`config.mk`:
```
export PLATFORM = sky130hd
export DESIGN_NAME = psmw_ctrl
export DESIGN_NICKNAME = d
export VERILOG_FILES = /design/src/rtl/psmw_pkg.sv /design/src/rtl/psmw_ctrl.sv
export SDC_FILE = /design/constraint.sdc
export NUM_CORES = 1
export LEC_CHECK = 0
export BUFFER_PORTS_ARGS = -buffer_cell sky130_fd_sc_hd__buf_2
export CORE_AREA = 2 2 39 41
export DETAILED_ROUTE_END_ITERATION = 6
export DIE_AREA = 0 0 41 43
export PLACE_DENSITY_LB_ADDON = 0.15
export SLEW_MARGIN = 10
export SYNTH_ARGS = -nofsm -noshare
export SYNTH_HDL_FRONTEND = slang
export SYNTH_SLANG_ARGS = --single-unit
```
`constraint.sdc`:
```
create_clock -name clk_i -period 1.9 [get_ports clk_i]
set_input_delay 0.38 -clock clk_i [delete_from_list [all_inputs] [get_ports clk_i]]
set_output_delay 0.38 -clock clk_i [all_outputs]
set_load 0.005 [all_outputs]
```
`src/rtl/psmw_pkg.sv`:
```
package psmw_pkg;

  localparam int unsigned CFG_IDX_W   = 3;
  localparam int unsigned CFG_DATA_W  = 56;
  localparam int unsigned PCT_W       = 7;
  localparam int unsigned PCT_MAX     = 100;
  localparam int unsigned ROUND_UP    = 99;
  localparam int unsigned RECIP_MUL   = 83887;  // ceil(2^23 / 100)
  localparam int unsigned RECIP_W     = 17;
  localparam int unsigned RECIP_SHIFT = 23;
  localparam int unsigned INTERVAL_W  = 16;
  localparam int unsigned SI_W        = 10;
  localparam int unsigned TI_W        = 6;
  localparam int unsigned TC_W        = 7;
  localparam int unsigned SC_W        = 4;
  localparam int unsigned SIDX_W      = 3;
  localparam int unsigned VAL_W       = 32;
  localparam int unsigned MUTE_W      = 16;
  localparam int unsigned TIME_W      = SI_W + INTERVAL_W;
  localparam int unsigned TIME_SW     = TIME_W + 1;
  localparam int unsigned US_PER_MS   = 1000;

  typedef enum logic [CFG_IDX_W-1:0] {
    CFG_IGNORE_MUTES = 3'd0,
    CFG_USE_TOP      = 3'd1,
    CFG_USE_BOTTOM   = 3'd2,
    CFG_STACK_COUNT  = 3'd3,
    CFG_START_TABLE  = 3'd4,
    CFG_END_TABLE    = 3'd5,
    CFG_INTERVAL     = 3'd6
  } cfg_idx_e;

  typedef enum logic {
    REQ_LOAD  = 1'b0,
    REQ_STACK = 1'b1
  } req_e;

  typedef struct packed {
    logic                  ignore_mutes;
    logic                  use_top;
    logic                  use_bottom;
    logic [SC_W-1:0]       stack_count;
    logic [CFG_DATA_W-1:0] start_tbl;
    logic [CFG_DATA_W-1:0] end_tbl;
    logic [INTERVAL_W-1:0] interval;
  } cfg_t;

  localparam cfg_t CFG_RESET = '{
    ignore_mutes: 1'b0,
    use_top:      1'b1,
    use_bottom:   1'b0,
    stack_count:  4'd3,
    start_tbl:    56'd1101952,
    end_tbl:      56'd1647009,
    interval:     16'd4000
  };

  typedef struct packed {
    logic load_wr;
    logic req_latch;
    logic scan_step;
    logic win_calc;
    logic coef_mul;
    logic coef_div;
    logic k_clr;
    logic k_inc;
    logic acc_init;
    logic acc_step;
    logic div_start;
    logic emit;
  } cmd_t;

  typedef struct packed {
    logic scan_end;
    logic cnt_zero;
    logic last_k;
    logic acc_end;
    logic div_done;
    logic out_free;
  } sts_t;

  function automatic logic [PCT_W-1:0] pct_sat(input logic [CFG_DATA_W-1:0] tbl,
                                                input logic [SIDX_W-1:0] k);
    logic [PCT_W-1:0] p;
    p = tbl[PCT_W*k +: PCT_W];
    return (p > PCT_W'(PCT_MAX)) ? PCT_W'(PCT_MAX) : p;
  endfunction

endpackage

```
`src/rtl/psmw_ctrl.sv`:
```
module psmw_ctrl (
  input  logic           clk_i,
  input  logic           rst_ni,
  input  logic           in_valid_i,
  input  logic           req_type_i,
  input  psmw_pkg::sts_t sts_i,
  output psmw_pkg::cmd_t cmd_o,
  output logic           in_stall_o
);

  typedef enum logic [3:0] {
    ST_IDLE,
    ST_SCAN_RD,
    ST_SCAN_CMP,
    ST_WINDOW,
    ST_COEF_MUL,
    ST_COEF_DIV,
    ST_ACC_INIT,
    ST_ACC_RD,
    ST_ACC_ADD,
    ST_DIV_START,
    ST_DIV_WAIT,
    ST_EMIT
  } state_e;

  state_e state_q, state_d;
  logic   busy_q;
  logic   accept;

  assign accept = in_valid_i && !busy_q;

  always_comb begin
    state_d = state_q;
    cmd_o   = '0;
    unique case (state_q)
      ST_IDLE: begin
        if (accept) begin
          if (psmw_pkg::req_e'(req_type_i) == psmw_pkg::REQ_STACK) begin
            cmd_o.req_latch = 1'b1;
            state_d         = ST_SCAN_RD;
          end else begin
            cmd_o.load_wr = 1'b1;
          end
        end
      end
      ST_SCAN_RD: begin
        state_d = sts_i.scan_end ? ST_WINDOW : ST_SCAN_CMP;
      end
      ST_SCAN_CMP: begin
        cmd_o.scan_step = 1'b1;
        state_d         = ST_SCAN_RD;
      end
      ST_WINDOW: begin
        cmd_o.win_calc = 1'b1;
        cmd_o.k_clr    = 1'b1;
        state_d        = sts_i.cnt_zero ? ST_IDLE : ST_COEF_MUL;
      end
      ST_COEF_MUL: begin
        cmd_o.coef_mul = 1'b1;
        state_d        = ST_COEF_DIV;
      end
      ST_COEF_DIV: begin
        cmd_o.coef_div = 1'b1;
        if (sts_i.last_k) begin
          cmd_o.k_clr = 1'b1;
          state_d     = ST_ACC_INIT;
        end else begin
          cmd_o.k_inc = 1'b1;
          state_d     = ST_COEF_MUL;
        end
      end
      ST_ACC_INIT: begin
        cmd_o.acc_init = 1'b1;
        state_d        = ST_ACC_RD;
      end
      ST_ACC_RD: begin
        state_d = ST_ACC_ADD;
      end
      ST_ACC_ADD: begin
        cmd_o.acc_step = 1'b1;
        state_d        = sts_i.acc_end ? ST_DIV_START : ST_ACC_RD;
      end
      ST_DIV_START: begin
        cmd_o.div_start = 1'b1;
        state_d         = ST_DIV_WAIT;
      end
      ST_DIV_WAIT: begin
        if (sts_i.div_done) state_d = ST_EMIT;
      end
      ST_EMIT: begin
        if (sts_i.out_free) begin
          cmd_o.emit = 1'b1;
          if (sts_i.last_k) begin
            state_d = ST_IDLE;
          end else begin
            cmd_o.k_inc = 1'b1;
            state_d     = ST_DIV_START;
          end
        end
      end
      default: state_d = ST_IDLE;
    endcase
  end

  always_ff @(posedge clk_i or negedge rst_ni) begin
    if (!rst_ni) begin
      state_q <= ST_IDLE;
      busy_q  <= 1'b0;
    end else begin
      state_q <= state_d;
      busy_q  <= (state_d != ST_IDLE);
    end
  end

  assign in_stall_o = busy_q;

endmodule

```
==> results of run 1 <==
==> logic make-up after synthesis <==
| family | Yosys count | share of synthesized area, % |
|---|---|---|
| flip-flops | 5 | 27.4 |
| AND/OR/NAND/NOR | 32 | 39.7 |
| AO/OA/AOI/OAI | 15 | 23.0 |
| buffers and inverters | 7 | 9.86 |
==> flip-flops by register name (all words and copies together), names as in the netlist <==
signal	count
state_q	4
in_stall_o	1
==> placed cells by master (no fill, tap or decap), types with 3 or more instances in the layout <==
cell,n
dfrtp_1,3
buf_4,7
nor2_1,8
nor3_1,6
clkbuf_4,3
buf_2,22
a31oi_1,3
nand2_1,5
==> cell type report <==
cell class,count,area (um^2),share of cell area [%]
clock buffers,4,26.3,3.99
inverters,2,10.0,1.52
multi-input cells,47,302,45.8
flip-flops and latches,5,128,19.4
well taps,16,20.0,3.04
repair buffers,30,173,26.2
==> cells in the mapped netlist (all sizes together) <==
cell    instances  area share [%]
a21oi           3             4.1
a31oi           3             4.1
buf             5             8.2
dfrtp           5              27
inv             2             1.6
nand2           5             4.1
nand2b          2             4.4
nand3           1             1.1
nand3b          1             1.6
nor2            8             6.6
nor2b           1             1.4
nor3            7             7.7
nor4b           1             1.9
nor4bb          2             4.4
o21a            1             1.6
o21ai           2             2.2
o221ai          1             1.9
o22a            2             3.8
o22ai           1             1.4
o31a            1             1.9
o32ai           1             1.9
or2b            2             3.3
or4             2             3.3
==> per-layer routing <==
metal  vias to the layer above  track usage, %  part of all wire (%)
met2                        17            24.7                    51
met1                       255            24.1                    44
met3                         0            3.14                   5.2
met5                         -               0                     0
li1                        278               -                     -
met4                         0            6.00                     0
==> stage by stage <==
stage               hold slack, ps  TNS (ps)  setup slack (ps)  util, %  instances
floorplan                     84.4         0               276        -         59
global placement               195         0               144     41.9         96
detailed placement             195         0               101     41.9         96
CTS                            473    -0.695            -0.695     47.0        104
global route                   489     -42.3             -40.8     47.6        104
finish                         483         0              4.24     47.6        104
==> timing repair <==
item,4_1_cts,5_1_grt
setup buffers,3,0
setup endpoints to repair,2,4
hold buffers,1,0
gates resized for setup,4,2
hold endpoints to repair,5,0
pin swaps,0,2
==> critical path: cells and delay by family (launching register included) <==
family	cells	cell delay, ps
and+or+nand+nor	2	720
buffers and inverters	1	140
DFF	1	420
==> worst paths after layout <==
check,startpoint,end,depth (start not counted)
setup reg to reg,state_q[1],in_stall_o,6
min in group clk_i,sts_i[2],state_q[2],3
setup / recovery,state_q[2],cmd_o[11],3
max in group asynchronous,rst_ni,state_q[3],2
hold reg to reg,state_q[3],state_q[2],2
hold / removal,rst_ni,state_q[0],2
==> report_power, final <==
| part | switching (mW) | internal (mW) |
|---|---|---|
| Sequential | 0.0398 | 0.163 |
| Combinational | 0.407 | 0.352 |
| Clock | 0.0402 | 0.0792 |
==> summary.txt, run 1 <==
Floorplanning
  • Core area: 1380 um^2
  • Row cnt: 14
  • IO Count: 23
  • Die width: 41 um
  • Starting Density: 33.0%
  • DIE AREA: 1760 um^2
  • Die height: 43 um

Placed design
  • IO buf count: 22
  • Placed cell area: 579 um^2
  • GPL Wtd Cong: 0.799
  • DPL Wire Length: 917 um

Clock tree
  • # clock sinks: 5
  • CTS tree: built
  • H-Tree Depth: 1
  • Worst-path clk slew: 40 ps
  • Root buffer cell: clkbuf_4
  • Worst-Skew Late Latency: 240 ps
  • Bufs on Longest Clock Path: 2
  • Num CTS Buffers: 3

Setup path
  • R2r setup slk: 100 ps
  • Crit end category: output pin
  • Critical Path AT: 1520 ps
  • Crit-path slowest cell: or4_4
  • Max incr delay on CP: 510 ps
  • Worst Setup Path Type: register to output pin
  • Crit-path cells: or4_4 > nor4b_2 > buf_2
  • Critical path fanouts, max: 4
  • CP startpoint kind: register
  • Critical Path RT: 1520 ps

Pwr
  • Static Leak: 0.310 nW
  • Pwr/cell area: 1640 nW/um^2
  • Total power: 1.08 mW
  • Worst vdd ir: 0.000962 V

Synthesis
  • Synth Instances: 59
  • Distinct cells, synth: 28
  • Synth Warn #: 0
  • Net Count, Synth: 69
  • Syn Std Cell Area: 457 um^2
  • Register area share after synthesis: 27.4%
  • Synth Register Bits: 5
  • Syn_area_per_cell: 7.74 um^2

Route
  • DR vias: 550
  • First-pass DRT Iterations: 4
  • Drt total wl: 1290 um
  • Routed wire length per instance: 12.4 um
  • # DRC: 0
  • First DRT Iteration DRCs: 14
  • Post-DRT Antenna Nets: 0
  • Vias per cell: 5.29

Global routing
  • GR Util All Layers: 16.9%
  • Largest net degree at the start of global routing: 14
  • Vias in the first global route: 493
  • Initial antenna violation count: 0
  • Total gr overflow: 0
  • First-pass GRT wire length: 2100 um

Timing
  • Max-slew headroom: 79.1%
  • Max-slew violations: 0
  • Crit path time final: 1900 ps
  • Final setup viols: 0
  • Final period util: 99.8%
  • Peak Freq: 527 MHz
  • Final Skew: 6.45 ps
  • Worst Max-Slew Pin Slew: 313 ps
  • Fin. Hold Viols: 0
  • RSZ-0062 raised after global routing: true

Layout
  • Area growth, synth to finish: 44.1%
  • Layout cells sized above 1: 45.5%
  • Fillcell total: 162
  • Final Cell Area: 658 um^2
  • Nets@finish: 99
  • Diodes inserted: 0

Hold path
  • Worst Hold Class: input pin to asynchronous set/reset pin

Flow run
  • Max_cap viols: 0

Outcome
  • Status: completed
No activity file was read; power rests on OpenSTA's default activity.
==> run 2: changes to the inputs <==
- CTS_BUF_LIST: not set -> sky130_fd_sc_hd__clkbuf_8
- SLEW_MARGIN: 10 -> 0
==> summary.txt, run 2 (same netlist as run 1, synthesis figures left out) <==
Outcome
  • Status: completed

Floorplanning
  • Core area: 1380 um^2 (unchanged)
  • Die height: 43 um (unchanged)
  • DIE AREA: 1760 um^2 (unchanged)
  • IO Count: 23 (unchanged)
  • Starting Density: 33.0% (unchanged)
  • Row cnt: 14 (unchanged)
  • Die width: 41 um (unchanged)

Setup path
  • CP delay by family, top: simple AND/OR/NAND/NOR gates
  • Crit path launch: state_q[3]
  • Critical path fanouts, max: 6 (+2)
  • Worst Setup Path Type: register to output pin
  • Crit end category: output pin
  • Critical Path AT: 1500 ps (-20 ps)
  • Max incr delay on CP: 510 ps (about the same)
  • WP buf/inv: 1 (unchanged)
  • Crit-path slowest cell: or4_4
  • Critical Path RT: 1520 ps (about the same)
  • CP startpoint kind: register
  • Crit-path cells: or4_4 > nor4b_2 > buf_2
  • Crit Reg-Reg Startpoint: state_q[3]

Global routing
  • First-pass GRT wire length: 1950 um (-6.9%)
  • Total gr overflow: 0 (unchanged)
  • Vias in the first global route: 459 (-6.9%)
  • GR Util All Layers: 15.9% (-1.0 points)
  • Largest net degree at the start of global routing: 14 (unchanged)
  • Initial antenna violation count: 0 (unchanged)

Placed design
  • DPL Wire Length: 917 um (unchanged)
  • IO buf count: 22 (unchanged)
  • GPL Wtd Cong: 0.799 (unchanged)
  • Place WS: 101 ps (unchanged)

Pwr
  • Worst vdd ir: 0.000913 V (-5.1%)
  • Static Leak: 0.322 nW (+3.9%)
  • Pwr/cell area: 1680 nW/um^2 (+2.1%)

Timing
  • Fin Hold WS: 504 ps (+21.3 ps)
  • Fin. Hold Viols: 0 (unchanged)
  • Final setup viols: 0 (unchanged)
  • Fin worst setup slack: 16.7 ps (+12.4 ps)
  • Worst Max-Slew Pin Slew: 308 ps (-4.50 ps)
  • RSZ-0062 raised after global routing: true
  • Max-slew headroom: 79.4% (+0.30 points)
  • Max-slew violations: 0 (unchanged)
  • Crit path time final: 1880 ps (-12.4 ps)
  • Peak Freq: 531 MHz (+0.66%)
  • Final Skew: 6.79 ps (+0.336 ps)
  • Final period util: 99.1% (-0.65 points)

Layout
  • Nets@finish: 99 (unchanged)
  • Diodes inserted: 0 (unchanged)
  • Largest register FFs: 4 (unchanged)
  • Fillcell total: 153 (-5.6%)
  • Layout cells sized above 1: 45.5% (unchanged)
  • Commonest cells after routing, fill and taps aside: 22 x buf_2, 8 x nor2_1, 7 x nor3_1, 7 x buf_4, 5 x nand2_1
  • Commonest non-fill, non-tap cell in the layout: buf_2
  • Area growth, synth to finish: 47.4%
  • Largest Register: state_q

Clock tree
  • Worst-path clk slew: 40 ps (about the same)
  • Worst-Skew Late Latency: 220 ps (-20 ps)
  • H-Tree Depth: 1 (unchanged)
  • Num CTS Buffers: 3 (unchanged)
  • # clock sinks: 5 (unchanged)
  • CTS tree: built
  • Root buffer cell: clkbuf_8
  • Bufs on Longest Clock Path: 2 (unchanged)

Route
  • Routed wire length per instance: 11.9 um (-4.0%)
  • First DRT Iteration DRCs: 7 (-7)
  • Drt total wl: 1240 um (-4.0%)
  • Post-DRT Antenna Nets: 0 (unchanged)
  • First-pass DRT Iterations: 4 (unchanged)
  • DR vias: 549 (-0.18%)
  • # DRC: 0 (unchanged)
  • Vias per cell: 5.28 (-0.18%)

Flow run
  • Max_cap viols: 0 (unchanged)

Hold path
  • Worst Hold Class: input pin to asynchronous set/reset pin
-- run 2: cell count changes in the layout (fill, tap and decap cells not counted) --
cell      previous run  this run
clkbuf_4             3         0
clkbuf_8             0         3
clkbuf_1             1         0
inv_1                1         2
inv_2                0         1
inv_4                1         0
nor3_1               6         7
nor3_2               1         0
or2b_1               2         1
or2b_4               0         1
-- run 2: routing by layer --
layer  track usage, %  routed length (um)
met5                0                   0
met3             3.14                  76
met4             6.00                   0
met2             21.9                 620
met1             23.8                 546
-- run 2: power breakdown --
group | internal (mW) | switching (mW)
clock network | 0.138 | 0.0483
logic | 0.353 | 0.363
registers | 0.163 | 0.0639
-- run 2: what timing repair did --
item                                    4_1_cts  5_1_grt
hold buffers                                  1        0
endpoints found under the hold margin         5        0
pin swaps                                     0        0
buffers inserted                              0        3
endpoints found under the setup margin        2        2
resized for setup                             4        1
-- run 2: metrics by stage --
step           util (%)  setup TNS, ps  area, um^2  power [mW]  instances
2_1_floorplan         -              0         457       0.702         59
3_3_place_gp       41.9              0         579       0.878         96
3_5_place_dp       41.9              0         579       0.866         96
4_1_cts            46.7              0         647        1.08        101
5_1_grt            48.6          -27.1         673        1.23        104
6_report           48.6              0         673        1.13        104
-- run 2: worst paths after layout --
check / cells after the start / endpoint / slack [ps]
min reg2reg: 1 / state_q[2] / 550
min in group clk_i: 3 / state_q[2] / 510
min: 2 / state_q[0] / 500
max in group asynchronous: 2 / state_q[3] / 1250
max reg2reg: 6 / in_stall_o / 160
max: 3 / cmd_o[11] / 20
-- run 2: cell type report --
| cell class | instances | area [um^2] | area share [%] |
|---|---|---|---|
| Tap cell | 16 | 20.0 | 2.97 |
| Multi-Input combinational cell | 47 | 300 | 44.6 |
| Timing Repair Buffer | 30 | 173 | 25.7 |
| Inverter | 2 | 7.51 | 1.12 |
| Clock buffer | 3 | 41.3 | 6.13 |
| Sequential cell | 5 | 128 | 19.0 |
| Clock inverter | 1 | 3.75 | 0.558 |
-- run 2: worst reg2reg max path, stage by stage, from the launching register on --
cell and delay, ps:
dfrtp_2 430, buf_4 140, buf_4 150, nand2b_4 110, a21oi_2 60, o22a_1 220
or4_1 500
==> run 3: changes to the inputs <==
- CAP_MARGIN: not set -> 25
- clock period: 1.9 -> 1.57 ns (I/O delays scaled with it)
==> summary.txt, run 3 (same netlist as run 1, synthesis figures left out) <==
Floorplanning
  • Die height: 43 um (unchanged)
  • Die width: 41 um (unchanged)
  • Row cnt: 14 (unchanged)
  • Starting Density: 33.0% (unchanged)
  • Core area: 1380 um^2 (unchanged)
  • DIE AREA: 1760 um^2 (unchanged)
  • IO Count: 23 (unchanged)

Layout
  • Area of the multi-input gates: 373 um^2 (+24%)
  • Area growth, synth to finish: 123%
  • Layout cells sized above 1: 70.9% (+25 points)
  • Largest Register: state_q
  • Diodes inserted: 0 (unchanged)
  • Commonest non-fill, non-tap cell in the layout: buf_2
  • Nets@finish: 128 (+29%)
  • Largest register FFs: 4 (unchanged)
  • Commonest cells after routing, fill and taps aside: 23 x buf_2, 22 x buf_4, 12 x buf_6, 6 x nor2_1
  • Storage element area: 126 um^2 (-0.98%)
  • Fillcell total: 108 (-29%)

Global routing
  • GR Util All Layers: 21.4% (+5.5 points)
  • Met1 GRT Util: 28.5% (+4.7 points)
  • Met2 Use GR: 32.2% (+10 points)
  • Initial antenna violation count: 0 (unchanged)
  • First-pass GRT wire length: 2560 um (+31%)
  • Total gr overflow: 0 (unchanged)
  • Grt peak-use layer: met2
  • Vias in the first global route: 602 (+31%)
  • Largest net degree at the start of global routing: 9 (-5)
  • Global-route met3 utilization: 3.14% (unchanged)

Clock tree
  • Bufs on Longest Clock Path: 2 (unchanged)
  • # clock sinks: 5 (unchanged)
  • Worst-path clk slew: 40 ps (about the same)
  • Root buffer cell: clkbuf_8
  • Worst-Skew Late Latency: 220 ps (about the same)
  • Num CTS Buffers: 3 (unchanged)
  • CTS tree: built
  • H-Tree Depth: 1 (unchanged)

Setup path
  • Max incr delay on CP: 510 ps (about the same)
  • Critical path fanouts, max: 5 (-1)
  • Crit end category: output pin
  • Critical Path RT: 1260 ps (-260 ps)
  • Crit-path slowest cell: or4_4
  • R2r setup slk: -190 ps (-350 ps)
  • Cells on worst reg2reg path: 6 (unchanged)
  • Worst Setup Path Type: register to output pin
  • Crit Reg-Reg Startpoint: state_q[3]
  • WP buf/inv: 1 (unchanged)
  • Critical Path AT: 1540 ps (+40 ps)
  • RR Endpoint: in_stall_o
  • CP startpoint kind: register
  • Crit-path cells: or4_4 > nor4b_2 > buf_2
  • CP delay by family, top: simple AND/OR/NAND/NOR gates

Route
  • Vias per cell: 5.45 (+3.3%)
  • Drt total wl: 1980 um (+60%)
  • Post-DRT Antenna Nets: 0 (unchanged)
  • Routed wire length per instance: 14.9 um (+25%)
  • DR vias: 725 (+32%)
  • First-pass DRT Iterations: 4 (unchanged)
  • First DRT Iteration DRCs: 26 (+19)
  • # DRC: 0 (unchanged)

Timing
  • Peak Freq: 539 MHz
  • Fin. Hold Viols: 0 (unchanged)
  • Final Skew: 3.12 ps (-3.66 ps)
  • Fin worst setup slack: -285 ps (-301 ps)
  • Max-slew violations: 0 (unchanged)
  • Fin Hold WS: 446 ps (-58.4 ps)
  • Final period util: 118%
  • Worst Max-Slew Pin Slew: 365 ps (+56.1 ps)
  • Crit path time final: 1850 ps
  • Max-slew headroom: 75.6% (-3.8 points)
  • RSZ-0062 raised after global routing: true
  • Final setup viols: 13 (+13)

Pwr
  • Worst vdd ir: 0.00131 V (+44%)
  • P_int: 1.44 mW (+120%)
  • Seq pwr share: 10.6% (-9.5 points)
  • Clk network pwr share: 9.5% (-7.0 points)
  • Switch share: 39.2% (-2.9 points)
  • Pwr/cell area: 2330 nW/um^2 (+39%)
  • Comb pwr share: 79.8% (+16 points)
  • Static Leak: 0.499 nW (+55%)
  • Sw power: 0.929 mW (+96%)

Placed design
  • DPL Wire Length: 933 um (+1.8%)
  • Place WS: -100 ps (-201 ps)
  • IO buf count: 22 (unchanged)
  • GPL Wtd Cong: 0.831 (+4.0%)

Outcome
  • Status: finished, violations left
  • Violated checks: negative setup slack

Hold path
  • Worst Hold Class: input pin to asynchronous set/reset pin

Flow run
  • Max_cap viols: 0 (unchanged)
[run 3: cell count changes in the layout (fill, tap and decap cells not counted), sizes merged]
cell,before,now
buf,29,58
[run 3: how the worst max path moves through the flow]
stage,endpoint,cells after the start,slack (ps),from
floorplan,cmd_o[11],2,10,state_q[0]
global placement,in_stall_o,5,-130,state_q[3]
detailed placement,cmd_o[11],3,-100,state_q[1]
CTS,cmd_o[4],6,-260,state_q[3]
global route,cmd_o[11],3,-360,state_q[3]
finish,cmd_o[11],3,-280,state_q[3]
[run 3: worst reg2reg max path: stages (launching register included)]
cell      delay, ps
dfrtp_2         430
buf_4           150
buf_4           130
nand2b_4        100
o21ai_1          80
o22a_1          210
or4_4           530
[run 3: cell type report]
type                            instances  area share (%)
Clock buffer                            3            4.06
Timing Repair Buffer                   59            43.3
Tap cell                               16            1.97
Sequential cell                         5            12.4
Inverter                                2            1.23
Clock inverter                          1           0.369
Multi-Input combinational cell         47            36.7
[run 3: through the flow]
stage | utilization, % | std cells | TNS (ps) | total power, mW | instance area [um^2]
after global routing | 73.5 | 133 | -2240 | 2.50 | 1020
after detailed placement | 47.3 | 106 | -210 | 1.21 | 654
after global placement | 47.3 | 106 | -231 | 1.22 | 654
after floorplan | - | 59 | 0 | 0.850 | 457
after CTS | 62.7 | 124 | -1390 | 1.87 | 868
final | 73.5 | 133 | -1510 | 2.37 | 1020
[run 3: repair_timing]
item,4_1_cts,5_1_grt
setup endpoints to repair,12,14
cloned,1,0
hold buffers,1,0
setup buffers,13,10
gates resized for setup,18,21
pin swaps,8,7
hold endpoints to repair,5,0
[run 3: layer usage]
layer | part of all wire, % | vias to the layer above | wire length (um)
li1 | - | 338 | -
met2 | 50 | 34 | 985
met5 | 0 | - | 0
met4 | 2.3 | 0 | 45
met1 | 43 | 346 | 847
met3 | 5.2 | 7 | 104
[run 3: power groups by stage]
stage / clock network (mW) / registers (mW) / logic [mW]
2_1_floorplan: 0 / 0.232 / 0.618
3_3_place_gp: 0 / 0.245 / 0.971
3_5_place_dp: 0 / 0.243 / 0.962
4_1_cts: 0.233 / 0.242 / 1.39
5_1_grt: 0.249 / 0.259 / 1.99
6_report: 0.226 / 0.252 / 1.89
